$ cat src/hdl/elmh_pkg.sv
`timescale 1ns / 1ps
// ----------------------------------------------------------------------------
// elmh_pkg
// Shared types, operation codes and the logistic table generator for the
// hidden-sigmoid network inference block.
// ----------------------------------------------------------------------------
package elmh_pkg;

    // Request operation codes
    localparam logic [1:0] OP_WR_IN_WEIGHT  = 2'd0;
    localparam logic [1:0] OP_WR_OUT_WEIGHT = 2'd1;
    localparam logic [1:0] OP_FEATURE       = 2'd2;

    // Configuration register indexes
    localparam logic [1:0] CFG_INPUTS  = 2'd0;
    localparam logic [1:0] CFG_HIDDEN  = 2'd1;
    localparam logic [1:0] CFG_OUTPUTS = 2'd2;

    localparam int CFG_DATA_W = 16;
    localparam int ACC_W      = 48;     // covers every parameter range
    localparam int ACT_W      = 13;     // activation 0..4096
    localparam logic [ACT_W-1:0] Q12_ONE = 13'd4096;

    typedef struct packed {
        logic [1:0]         op;
        logic [5:0]         weight_row;
        logic [5:0]         weight_col;
        logic signed [15:0] value;
        logic               last;
    } t_req;

    typedef struct packed {
        logic [2:0]         output_index;
        logic signed [31:0] output_value;
        logic               output_last;
    } t_result;

    // Shift-subtract division, elaboration use only
    function automatic longint unsigned udiv(longint unsigned a, longint unsigned b);
        longint unsigned q;
        longint unsigned r;
        q = 0;
        r = 0;
        for (int i = 63; i >= 0; i--) begin
            r = (r << 1) | longint'(a[i]);
            if (r >= b) begin
                r = r - b;
                q[i] = 1'b1;
            end
        end
        return q;
    endfunction

    // Logistic value at the center of table bin k of n, Q.12
    function automatic logic [ACT_W-1:0] sig_entry(int k, int n);
        longint          c;
        longint unsigned mag;
        longint unsigned u;
        longint unsigned term;
        longint unsigned g;
        longint unsigned e;
        longint unsigned s;
        c = longint'(udiv(longint'(2 * k + 1) << 27, longint'(n))) - (longint'(8) << 24);
        mag = (c < 0) ? longint'(-c) : longint'(c);
        u = mag << 3;
        term = longint'(1) << 30;
        g = term;
        for (int i = 1; i <= 20; i++) begin
            term = udiv((term * u) >> 30, longint'(i));
            g = g + term;
        end
        e = g >> 10;
        for (int i = 0; i < 3; i++) begin
            e = (e * e) >> 20;
        end
        s = udiv((e << 12) + udiv(e + (longint'(1) << 20), 2),
                 e + (longint'(1) << 20));
        if (c < 0) begin
            s = 4096 - s;
        end
        return ACT_W'(s);
    endfunction

endpackage

$ cat src/hdl/elmh_mac.sv
`timescale 1ns / 1ps
// ----------------------------------------------------------------------------
// elmh_mac
// Shared multiply-accumulate unit: registered product, then accumulate.
// A done pulse carries the finished sum and its tag.
// ----------------------------------------------------------------------------
module elmh_mac #(
    parameter int TAG_W = 6
) (
    input  logic                      i_clk,
    input  logic                      i_rst_n,
    input  logic                      i_valid,
    input  logic                      i_first,
    input  logic                      i_last,
    input  logic [TAG_W-1:0]          i_tag,
    input  logic signed [16:0]        i_a,
    input  logic signed [15:0]        i_b,
    output logic                      o_done,
    output logic [TAG_W-1:0]          o_tag,
    output logic signed [elmh_pkg::ACC_W-1:0] o_acc
);
    import elmh_pkg::*;

    logic                 r_pv, r_pfirst, r_plast;
    logic [TAG_W-1:0]     r_ptag;
    logic signed [32:0]   r_prod;
    logic signed [ACC_W-1:0] r_acc;
    logic                 r_done;
    logic [TAG_W-1:0]     r_tag;

    // product stage
    always_ff @(posedge i_clk) begin
        if (!i_rst_n) begin
            r_pv <= 1'b0;
        end else begin
            r_pv <= i_valid;
        end
        r_pfirst <= i_first;
        r_plast  <= i_last;
        r_ptag   <= i_tag;
        r_prod   <= 33'(i_a * i_b);
    end

    // accumulate stage
    always_ff @(posedge i_clk) begin
        if (!i_rst_n) begin
            r_done <= 1'b0;
        end else begin
            r_done <= r_pv & r_plast;
        end
        if (r_pv) begin
            r_acc <= (r_pfirst ? '0 : r_acc) + ACC_W'(r_prod);
            r_tag <= r_ptag;
        end
    end

    assign o_done = r_done;
    assign o_tag  = r_tag;
    assign o_acc  = r_acc;
endmodule

$ cat config.mk
export PLATFORM = sky130hd
export DESIGN_NAME = elmh_mac
export DESIGN_NICKNAME = d
export VERILOG_FILES = /design/src/hdl/elmh_pkg.sv /design/src/hdl/elmh_mac.sv
export SDC_FILE = /design/constraint.sdc
export NUM_CORES = 1
export LEC_CHECK = 0
export BUFFER_PORTS_ARGS = -buffer_cell sky130_fd_sc_hd__buf_2
export CAP_MARGIN = 10
export CORE_UTILIZATION = 55
export CTS_CLUSTER_SIZE = 25
export DETAILED_ROUTE_END_ITERATION = 16
export MAX_ROUTING_LAYER = met4
export PLACE_DENSITY = 0.79
export SETUP_SLACK_MARGIN = 0.4
export SYNTH_ARGS = -nofsm -noshare
export SYNTH_HDL_FRONTEND = slang
export SYNTH_SLANG_ARGS = --single-unit
$ cat constraint.sdc
create_clock -name i_clk -period 10.6 [get_ports i_clk]
set_input_delay 0 -clock i_clk [delete_from_list [all_inputs] [get_ports i_clk]]
set_output_delay 0 -clock i_clk [all_outputs]
set_load 0.05 [all_outputs]
Word level (Yosys, flattened, before mapping)

Cells that the tools add are included.

Output and inout port bits: 55
Input bits: 44
Word-level logic and storage cells: 12
Bits in registers: 97

Bitwise logic cells: 1
Add/subtract/negate cells: 1
Multiply operators: 1
Multiplexer cells: 1

Operator list:

| cell                         | count |
|---|---|
| adder 48 bit                 | 1 |
| 2-to-1 mux 48 bit            | 1 |
| multiplier 17 x 16 -> 33 bit | 1 |
| bitwise AND 1 bit            | 1 |

Longest topological paths before layout

Gate-level depths: netlist (run 1).

Depth in word-level cells: 2
Mapped depth: 24
Mapped depth without buffers: 22

Worst setup path before layout (run 1)

OpenSTA, ideal clock, no wires.

Kind: input-to-reg
Start point: in i_b[8]
End point: reg r_prod[30]
Data required time: 10.476 ns
Stages: 24
Data arrival time: 5.595 ns
Path buffers: 2
Path slack: 4.881 ns
Cell sequence: clkbuf_1 -> clkbuf_1 -> nand2_1 -> fa_1 -> inv_1 -> fa_1 -> inv_1 -> fa_1 -> inv_1 -> fa_1 -> fa_1 -> inv_1 -> fa_1 -> inv_1 -> ha_1 -> or2_2 -> a21oi_1 -> inv_1 -> a22o_1 -> a31o_2 -> a31oi_1 -> o2111a_1 -> nor2_1 -> xor2_1

Word-level cells in the longest chain between the ends: 1

RTL lines:

| element                      | line           | RTL |
|---|---|---|
| from (decl)                  | elmh_mac.sv:17 | `input logic signed [15:0] i_b,` |
| multiplier 17 x 16 -> 33 bit | elmh_mac.sv:41 | `r_prod <= 33'(i_a * i_b);` |
| to (signal assigned)         | elmh_mac.sv:41 |  |
| to (decl)                    | elmh_mac.sv:26 | `logic signed [32:0] r_prod;` |

No other way between the ends.
A chain may end at the register's enable or synchronous reset.

Worst setup path after layout (run 1)

Start point: in i_a[12]
End point: reg r_prod[32]

Word-level cells in the longest chain between the ends: 1

RTL lines:

| element                      | line           | RTL |
|---|---|---|
| from (decl)                  | elmh_mac.sv:16 | `input logic signed [16:0] i_a,` |
| multiplier 17 x 16 -> 33 bit | elmh_mac.sv:41 |  |

No other way between the ends.

==> qor.txt, run 1 <==
status: finished, final reports clean
Via density: 5.47
GPL Wtd Cong: 0.897
Fmax: 173 MHz
post-cts resize count: 0
fillcell total: 2370
# rows: 61
Routed WL per cell: 16.4 um
Yosys warnings: 0
dominant synthesized flop cell: edfxtp_1
CTS root buffer: clkbuf_16
Mean Syn Cell Area: 9.45 um^2
Worst EP arrival: 6040 ps
Post-Synth XOR/XNOR Area: 0.0439
Area Overhead vs Synth: 7.53%
total track usage: 0.267
initial antenna violation count: 0
Worst-path clk slew: 70 ps
post-CTS setup buffers: 0
Initial Utilization: 0.564
Slew headroom: 0.482
worst hold-check path type: in2reg
gr ovfl total: 0
Worst Path Required: 10860 ps
Max Cap Viol: 0
DP HPWL: 28400 um
I/O pin count: 99
Post-synth EDFFs: 54
die span in y: 171 um
diodes inserted: 0
Adder-Cell Fraction of Synth Area: 0.456
htree depth: 3
skew final: 9.73 ps
minimum clock period: 5770 ps
Worst Tran Pin Value: 775 ps
hold buffer count at cts: 11
r2r setup slk: 6840 ps
share of layout cells above drive strength 1: 0.0788
Syn Inst Count: 1666
setup tns final: 0 ps
FFs w/ async S/R, synth: 0
fin. max-slew vios: 0
drt drc: 0
crit-path cells: buf_2 > nand2_1 > fa_1 > fa_1 > fa_1 > inv_1 > fa_1 > fa_1 > inv_1 > fa_1 > inv_1 > ha_1 > a2111oi_0 > o21ai_1 > a22o_1 > a31o_2 > a31oi_1 > o2111a_1 > nor2_1 > o211ai_1
Placeable Area: 0.0279 mm^2
Yosys reg bits: 97
CP max-delay cell: fa_1
synthesized area: 0.0157 mm^2
CTS Buf Count: 9
critical path's top delay family: adder cells
Final ANT Viol Nets: 0
initial detailed-routing violation count: 603
Synth Area in Simple Gates: 0.149
Seq/Total Area, Yosys: 0.158
syn_nets: 2118
critical path's largest stage delay: 530 ps
Final Hold Viols: 0
kind of critical path: in2reg
Reg area: 0.00248 mm^2
CP bufs+invs: 4
commonest non-fill, non-tap cells in the layout: inv_1, fa_1, nand2_1, ha_1, and2_1
vias in the first global route: 12600
area of the die: 0.0293 mm^2
post-synthesis cell type count: 69
Routed WL: 34800 um
worst skew pair latency: 350 ps
PortBufs: 98
multi-input logic area: 0.0118 mm^2
main combinational cell family by area after synthesis: adder cells
critical path capture point type: flip-flop
first-pass GRT wire length: 59500 um
RSZ-0062 raised after global routing: false
Critical Path Source Type: input port
DR pass1 iterations: 5
final setup fails: 0
Die Wd: 171 um
Worst path most repeated cell: fa_1
TritonCTS clock tree: done
CP Max Fanout: 16
CTS Sinks: 97
maximum clock path buffer count: 2
most common cell after layout, fill and taps aside: inv_1
Compound-Gate Fraction of Synth Area: 0.0985
routed via count: 11600
post-synthesis mux area share: 0
Net count, final: 2186
final period utilization: 0.545
largest net degree at the start of global routing: 56
-- final timing paths --
kind / start / to / cells after the start
worst max-delay path: i_a[12] / r_prod[32] / 20
worst min-delay path: i_a[0] / r_prod[0] / 2
worst max register to register: r_pfirst / o_acc[44] / 14
worst min register to register: r_ptag[3] / o_tag[3] / 0
-- metrics by stage --
stage | std cells | instance area (um^2) | setup WS, ps | hold WS (ps) | utilization
global route | 2117 | 16900 | 4450 | 109 | 0.606
finish | 2117 | 16900 | 4830 | 95.2 | 0.606
floorplan | 1666 | 15700 | 4880 | 27.7 | -
global placement | 2090 | 16500 | 4700 | 103 | 0.591
CTS | 2117 | 16900 | 4850 | 93.5 | 0.606
detailed placement | 2090 | 16500 | 4500 | 104 | 0.591
-- metal layers --
metal	global-route usage	vias to the layer above	routed length (um)
li1	-	5337	-
met1	0.312	5730	13800
met2	0.460	386	17600
met3	0.0242	123	1520
met4	0.139	0	1890
met5	-	-	0
-- cell usage after synthesis, drive strengths merged, types with 2 or more instances --
cell     instances  share of area
nand4            9         0.0036
a21o            36          0.017
nand2          160          0.038
nor4             4         0.0016
o21ai           37          0.012
nor3            10         0.0035
clkbuf          49          0.012
o21bai          12         0.0057
nand2b          12         0.0048
a31oi           10         0.0044
a21oi           65          0.021
nor2            46          0.011
and2           129          0.051
o311ai           2         0.0016
ha             131           0.10
nor2b           50          0.020
buf              5         0.0016
a2111oi          4         0.0026
o211ai          10         0.0057
nand3           18         0.0060
a31o             2         0.0011
o31ai            3         0.0017
xnor2           55          0.031
o2bb2ai          2         0.0015
fa             277           0.35
inv            342          0.082
o21a            11         0.0052
o31a             3         0.0017
edfxtp          54           0.10
o2111ai          3         0.0017
dfxtp           43          0.055
o41ai            2         0.0016
and3            10         0.0040
xor2            24          0.013
or3              6         0.0024
a211oi           8         0.0048
or2              3         0.0012
-- kinds of logic (layout without fill, tap and decap cells) --
family | after synthesis | count (layout)
and+or+nand+nor | 460 | 460
adders and majority gates | 408 | 408
buffers and inverters | 396 | 469
AOI/OAI and AO/OA | 226 | 226
DFF | 97 | 97
xor gates and xnor gates | 79 | 79
-- state kept, by name, summed over array words and instances (netlist names) --
| name | count |
|---|---|
| o_done | 1 |
| r_plast | 1 |
| r_pv | 1 |
| r_pfirst | 1 |
| o_tag | 6 |
| r_prod | 33 |
| o_acc | 48 |
| r_ptag | 6 |
-- layout make-up --
cell class              count  area share
multi-input cells        1173       0.695
flip-flops and latches     97       0.147
inverters                 342      0.0758
repair buffers            111      0.0364
well taps                 378      0.0279
clock buffers              10      0.0148
clock inverters             6     0.00325
Power of run 1 is left out: the tool's default activity adds up to more than one toggle a clock period on the data nets, which glitch-free logic cannot reach.
==> run 2: changes to the inputs <==
PLACE_DENSITY = 0.82   (was 0.79)
clock period = 5 ns   (was 10.6 ns; I/O delays follow)
==> run 2 against run 1 <==
- the run now ends with negative setup slack left
- critical path type unchanged
- largest cell class unchanged
- sequential share of layout area decreased by 1.6 points
- critical path depth increased by 1
- routed wire length increased by 11%
- register-to-register slack got worse by 5600 ps
- clock-buffer cell count increased by 1
- via count increased by 7.4%
- critical endpoint unchanged
- non-clock buffer count increased by 174
- die area unchanged
- core utilization increased by 7.5 points
==> qor.txt, run 2 (same netlist as run 1, synthesis figures left out) <==
maximum clock path buffer count: 2 (unchanged)
failing checks: negative setup slack
initial detailed-routing violation count: 872 (+45%)
GR Layer Usage met3: 0.0347 (+0.0106)
status: finished, violations left
Placed Area: 0.0178 mm^2 (+7.7%)
Worst path most repeated cell: fa_1
crit-path cells: buf_8 > and2_4 > fa_1 > inv_1 > fa_1 > fa_1 > inv_2 > fa_1 > fa_1 > inv_2 > fa_1 > inv_2 > ha_4 > a2111oi_4 > o21ai_1 > a22o_1 > a31o_4 > a31oi_4 > o2111a_1 > or3_1 > o211ai_1
critical path capture point type: flip-flop
initial antenna violation count: 1 (+1)
Reg area: 0.00248 mm^2 (unchanged)
Die Wd: 171 um (unchanged)
post-route cell area: 0.0190 mm^2 (+12%)
minimum clock period: 5150 ps
PortBufs: 98 (unchanged)
WHS Path Cells: 2 (unchanged)
fin. max-slew vios: 0 (unchanged)
reg2reg end: o_acc[28]
final core occ: 0.681 (+0.0752)
busiest grt layer: met2
met1 track utilization from global routing: 0.322 (+0.0105)
Area Overhead vs Synth: 20.9%
GPL Wtd Cong: 0.956 (+6.6%)
max reg flops: 48 (unchanged)
DR pass1 iterations: 5 (unchanged)
Placeable Area: 0.0279 mm^2 (unchanged)
Placement Setup Slack: -635 ps (-5130 ps)
skew final: 7.95 ps (-1.78 ps)
Critical Path Source Type: input port
final period utilization: 1.03
commonest non-fill, non-tap cells in the layout: inv_1, fa_1, nand2_1, buf_4, ha_1
Worst Tran Pin Value: 794 ps (+19.2 ps)
multi-input logic area: 0.0122 mm^2 (+3.9%)
Final Hold Viols: 0 (unchanged)
CTS Sinks: 97 (unchanged)
RSZ-0062 raised after global routing: true
total track usage: 0.286 (+0.0188)
Worst-path clk slew: 70 ps (about the same)
gr ovfl total: 0 (unchanged)
Routed WL per cell: 16.8 um (+2.5%)
TritonCTS clock tree: done
area of the die: 0.0293 mm^2 (unchanged)
kind of critical path: in2reg
first-pass GRT wire length: 63800 um (+7.2%)
critical path's top delay family: adder cells
fin cells: 2292 (+8.3%)
Worst Path Required: 5200 ps (-5660 ps)
worst hold-check path type: in2reg
Max Cap Viol: 0 (unchanged)
worst reg2reg startpoint: r_pfirst
CP bufs+invs: 5 (+1)
worst r2r path cells: 14 (unchanged)
critical path's largest stage delay: 540 ps (about the same)
share of layout cells above drive strength 1: 0.215 (+0.136)
die span in y: 171 um (unchanged)
worst skew pair latency: 350 ps (about the same)
fillcell total: 2047 (-14%)
r2r setup slk: 1260 ps (-5580 ps)
Worst EP arrival: 5350 ps (-690 ps)
drt drc: 0 (unchanged)
Final ANT Viol Nets: 0 (unchanged)
largest net degree at the start of global routing: 49 (-13%)
Slew headroom: 0.470 (-0.0128)
min setup slack post-route: -146 ps (-4970 ps)
I/O pin count: 99 (unchanged)
grt met2 use: 0.508 (+0.0481)
DP HPWL: 31100 um (+9.2%)
Min-Delay Endpoint: r_prod[0]
# rows: 61 (unchanged)
routed via count: 12400 (+7.4%)
Routed WL: 38600 um (+11%)
final setup fails: 9 (+9)
Placed Instances: 2236 (+7.0%)
HP Start: i_b[0]
Initial Utilization: 0.564 (unchanged)
vias in the first global route: 13700 (+9.0%)
CTS root buffer: clkbuf_16
htree depth: 3 (unchanged)
Fmax: 194 MHz
CP max-delay cell: fa_1
CP Max Fanout: 9 (-7)
Net count, final: 2360 (+8.0%)
CTS Buf Count: 9 (unchanged)
Via density: 5.43 (-0.76%)
most common cell after layout, fill and taps aside: inv_1
run 2: changes by cell type in the layout (fill, tap and decap cells not counted), sizes merged:
cell      change
clkinvlp      +1
clkbuf        +1
clkinv        -1
inv           -2
bufinv        +1
buf         +174
diode         +1
run 2: layer usage:
| layer | vias up | part of all wire |
|---|---|---|
| li1 | 5696 | - |
| met1 | 6191 | 0.38 |
| met2 | 409 | 0.53 |
| met3 | 142 | 0.047 |
| met4 | 0 | 0.048 |
| met5 | - | 0 |
run 2: worst register-to-register path, delay by kind of cell (launching register included):
family | cells | cell delay [ps]
AO/OA/AOI/OAI | 7 | 1890
buffers and inverters | 2 | 520
adder cells (fa/ha/maj) | 2 | 450
flip-flops | 1 | 320
AND/OR/NAND/NOR | 2 | 190
XOR/XNOR | 1 | 150
run 2: layout make-up:
class / instances / share of cell area
multi-input cells: 1173 / 0.643
flip-flops and latches: 97 / 0.131
repair buffers: 285 / 0.118
inverters: 342 / 0.0677
well taps: 378 / 0.0249
clock buffers: 11 / 0.0133
clock inverters: 5 / 0.00316
diodes: 1 / 0.000131
run 2: worst max-delay path by stage:
| stage | startpoint | to | slack (ps) | cells after the start |
|---|---|---|---|---|
| floorplan | i_b[9] | r_prod[32] | -240 | 24 |
| global placement | i_b[1] | r_prod[32] | -540 | 24 |
| detailed placement | i_b[4] | r_prod[32] | -630 | 21 |
| CTS | i_a[9] | r_prod[32] | -100 | 21 |
| global route | i_a[9] | r_prod[32] | -300 | 21 |
| finish | i_b[4] | r_prod[32] | -150 | 21 |
run 2: what timing repair did:
item,in CTS,in global routing
setup buffers,21,7
endpoints found under the hold margin,10,0
endpoints found under the setup margin,19,20
hold buffers,11,0
resized for setup,115,59
pin swaps,73,58
run 2: metrics by stage:
stage	hold slack (ps)	TNS [ps]
global placement	103	-5300
global route	118	-2860
floorplan	27.7	-1330
finish	92.7	-697
detailed placement	104	-6640
CTS	105	-480
Power of run 2 is left out for the same reason.
==> run 3: changes to the inputs <==
MAX_ROUTING_LAYER = default   (was met4)
==> run 3 against run 2 <==
- the flow still finishes with violations (negative setup slack)
- register-to-register slack improved by 70 ps
- clock-buffer cell count shrank 2
- core utilization grew 0.64 points
- non-clock buffer count rose by 10
- die area unchanged
- setup slack got worse by 42 ps
- cell count is 0.39% higher
- largest cell class unchanged
==> qor.txt, run 3 (same netlist as run 1, synthesis figures left out) <==
status: finished, violations left
failing checks: negative setup slack
vias in the first global route: 13700 (+0.31%)
commonest non-fill, non-tap cells in the layout: inv_1, fa_1, nand2_1, buf_4, ha_1
Placed Instances: 2238 (+0.089%)
fin. max-slew vios: 0 (unchanged)
crit-path cells: buf_12 > and2_4 > fa_1 > inv_2 > fa_1 > inv_2 > fa_1 > fa_1 > fa_1 > inv_1 > fa_1 > inv_2 > ha_4 > a2111oi_4 > o21ai_2 > a22o_1 > a31o_4 > a31oi_4 > o2111a_1 > or3_1 > o211ai_1
max reg flops: 48 (unchanged)
Net count, final: 2370 (+0.42%)
routed via count: 12700 (+2.2%)
Initial Utilization: 0.564 (unchanged)
Routed WL: 40400 um (+4.6%)
area of the die: 0.0293 mm^2 (unchanged)
Critical Path Source Type: input port
maximum clock path buffer count: 2 (unchanged)
final period utilization: 1.04 (+0.00846)
CTS root buffer: clkbuf_16
htree depth: 3 (unchanged)
critical path's largest stage delay: 570 ps (+30 ps)
r2r setup slk: 1330 ps (+70 ps)
Worst Path Required: 5210 ps (about the same)
worst skew pair latency: 350 ps (about the same)
most common cell after layout, fill and taps aside: inv_1
PortBufs: 98 (unchanged)
total track usage: 0.278 (-0.00821)
Worst Tran Pin Value: 756 ps (-38.8 ps)
minimum clock period: 5190 ps (+42.3 ps)
GPL Wtd Cong: 0.936 (-2.1%)
Worst EP arrival: 5400 ps (+50 ps)
# rows: 61 (unchanged)
drt drc: 0 (unchanged)
skew final: 5.20 ps (-2.75 ps)
worst hold-check path type: in2reg
Max Cap Viol: 0 (unchanged)
post-route cell area: 0.0192 mm^2 (+0.93%)
CTS Sinks: 97 (unchanged)
DP HPWL: 30600 um (-1.6%)
Slew headroom: 0.496 (+0.0259)
Worst path most repeated cell: fa_1
diodes inserted: 0 (-1)
TritonCTS clock tree: done
I/O pin count: 99 (unchanged)
first-pass GRT wire length: 64200 um (+0.54%)
DR pass1 iterations: 6 (+1)
initial antenna violation count: 0 (-1)
CP max-delay cell: fa_1
gr ovfl total: 0 (unchanged)
Placed Area: 0.0178 mm^2 (about the same)
min setup slack post-route: -189 ps (-42.3 ps)
CP Max Fanout: 6 (-3)
Worst-path clk slew: 70 ps (about the same)
Placeable Area: 0.0279 mm^2 (unchanged)
share of layout cells above drive strength 1: 0.224 (+0.00928)
Area Overhead vs Synth: 22.0%
Die Wd: 171 um (unchanged)
largest net degree at the start of global routing: 51 (+4.1%)
initial detailed-routing violation count: 882 (+1.1%)
CTS Buf Count: 9 (unchanged)
die span in y: 171 um (unchanged)
kind of critical path: in2reg
final setup fails: 13 (+4)
Final Hold Viols: 0 (unchanged)
Fmax: 193 MHz (-0.82%)
Via density: 5.52 (+1.8%)
RSZ-0062 raised after global routing: true
critical path capture point type: flip-flop
Routed WL per cell: 17.5 um (+4.2%)
Final ANT Viol Nets: 0 (unchanged)
fin cells: 2301 (+0.39%)
hold slack final: 110 ps (+16.9 ps)
-- run 3: changes by cell type in the layout (fill, tap and decap cells not counted), moves of 5 or more --
cell	previous run	this run
buf_6	40	52
fa_1	269	264
inv_2	15	22
fa_2	8	13
inv_1	326	319
buf_4	152	146
-- run 3: final timing paths --
| kind | start | endpoint | cells past startpoint |
|---|---|---|---|
| setup / recovery | i_b[10] | r_prod[32] | 21 |
| hold / removal | i_b[0] | r_prod[0] | 2 |
| setup reg to reg | r_pfirst | o_acc[28] | 14 |
| hold reg to reg | r_ptag[1] | o_tag[1] | 0 |
-- run 3: metal layers --
layer  GRT usage  share of wire  vias to the layer above
li1            -              -                     5711
met1       0.322           0.36                     6299
met2       0.517           0.53                      523
met3      0.0299          0.055                      178
met4       0.120          0.050                        0
met5           0              0                        -
-- run 3: worst max-delay path, delay by kind of cell --
family                     cells  cell delay (ps)
adders and majority gates      7             3250
AOI/OAI and AO/OA              7             1570
buffers and inverters          5              280
and+or+nand+nor                2              270
-- run 3: stage by stage --
stage	worst slack (ps)	TNS, ps	util
6_report	-189	-1300	0.688
5_1_grt	-331	-3100	0.688
4_1_cts	-83.1	-238	0.672
3_5_place_dp	-646	-6320	0.637
3_3_place_gp	-531	-5190	0.637
2_1_floorplan	-245	-1330	-
-- run 3: final cells by class --
class / instances / area, um^2
multi-input combinational: 1173 / 12200
sequential: 97 / 2480
tap: 378 / 473
fill: 1981 / 8730
clock inverter: 7 / 70.1
timing repair buffer: 295 / 2420
clock buffer: 9 / 225
inverter: 342 / 1290
-- run 3: what timing repair did --
action | CTS | global route
pin swaps | 78 | 46
hold buffers | 11 | 0
gates cloned | 1 | 0
setup buffers | 19 | 16
endpoints found under the hold margin | 10 | 0
setup endpoints to repair | 20 | 21
resized for setup | 122 | 87
Power of run 3 is left out for the same reason.
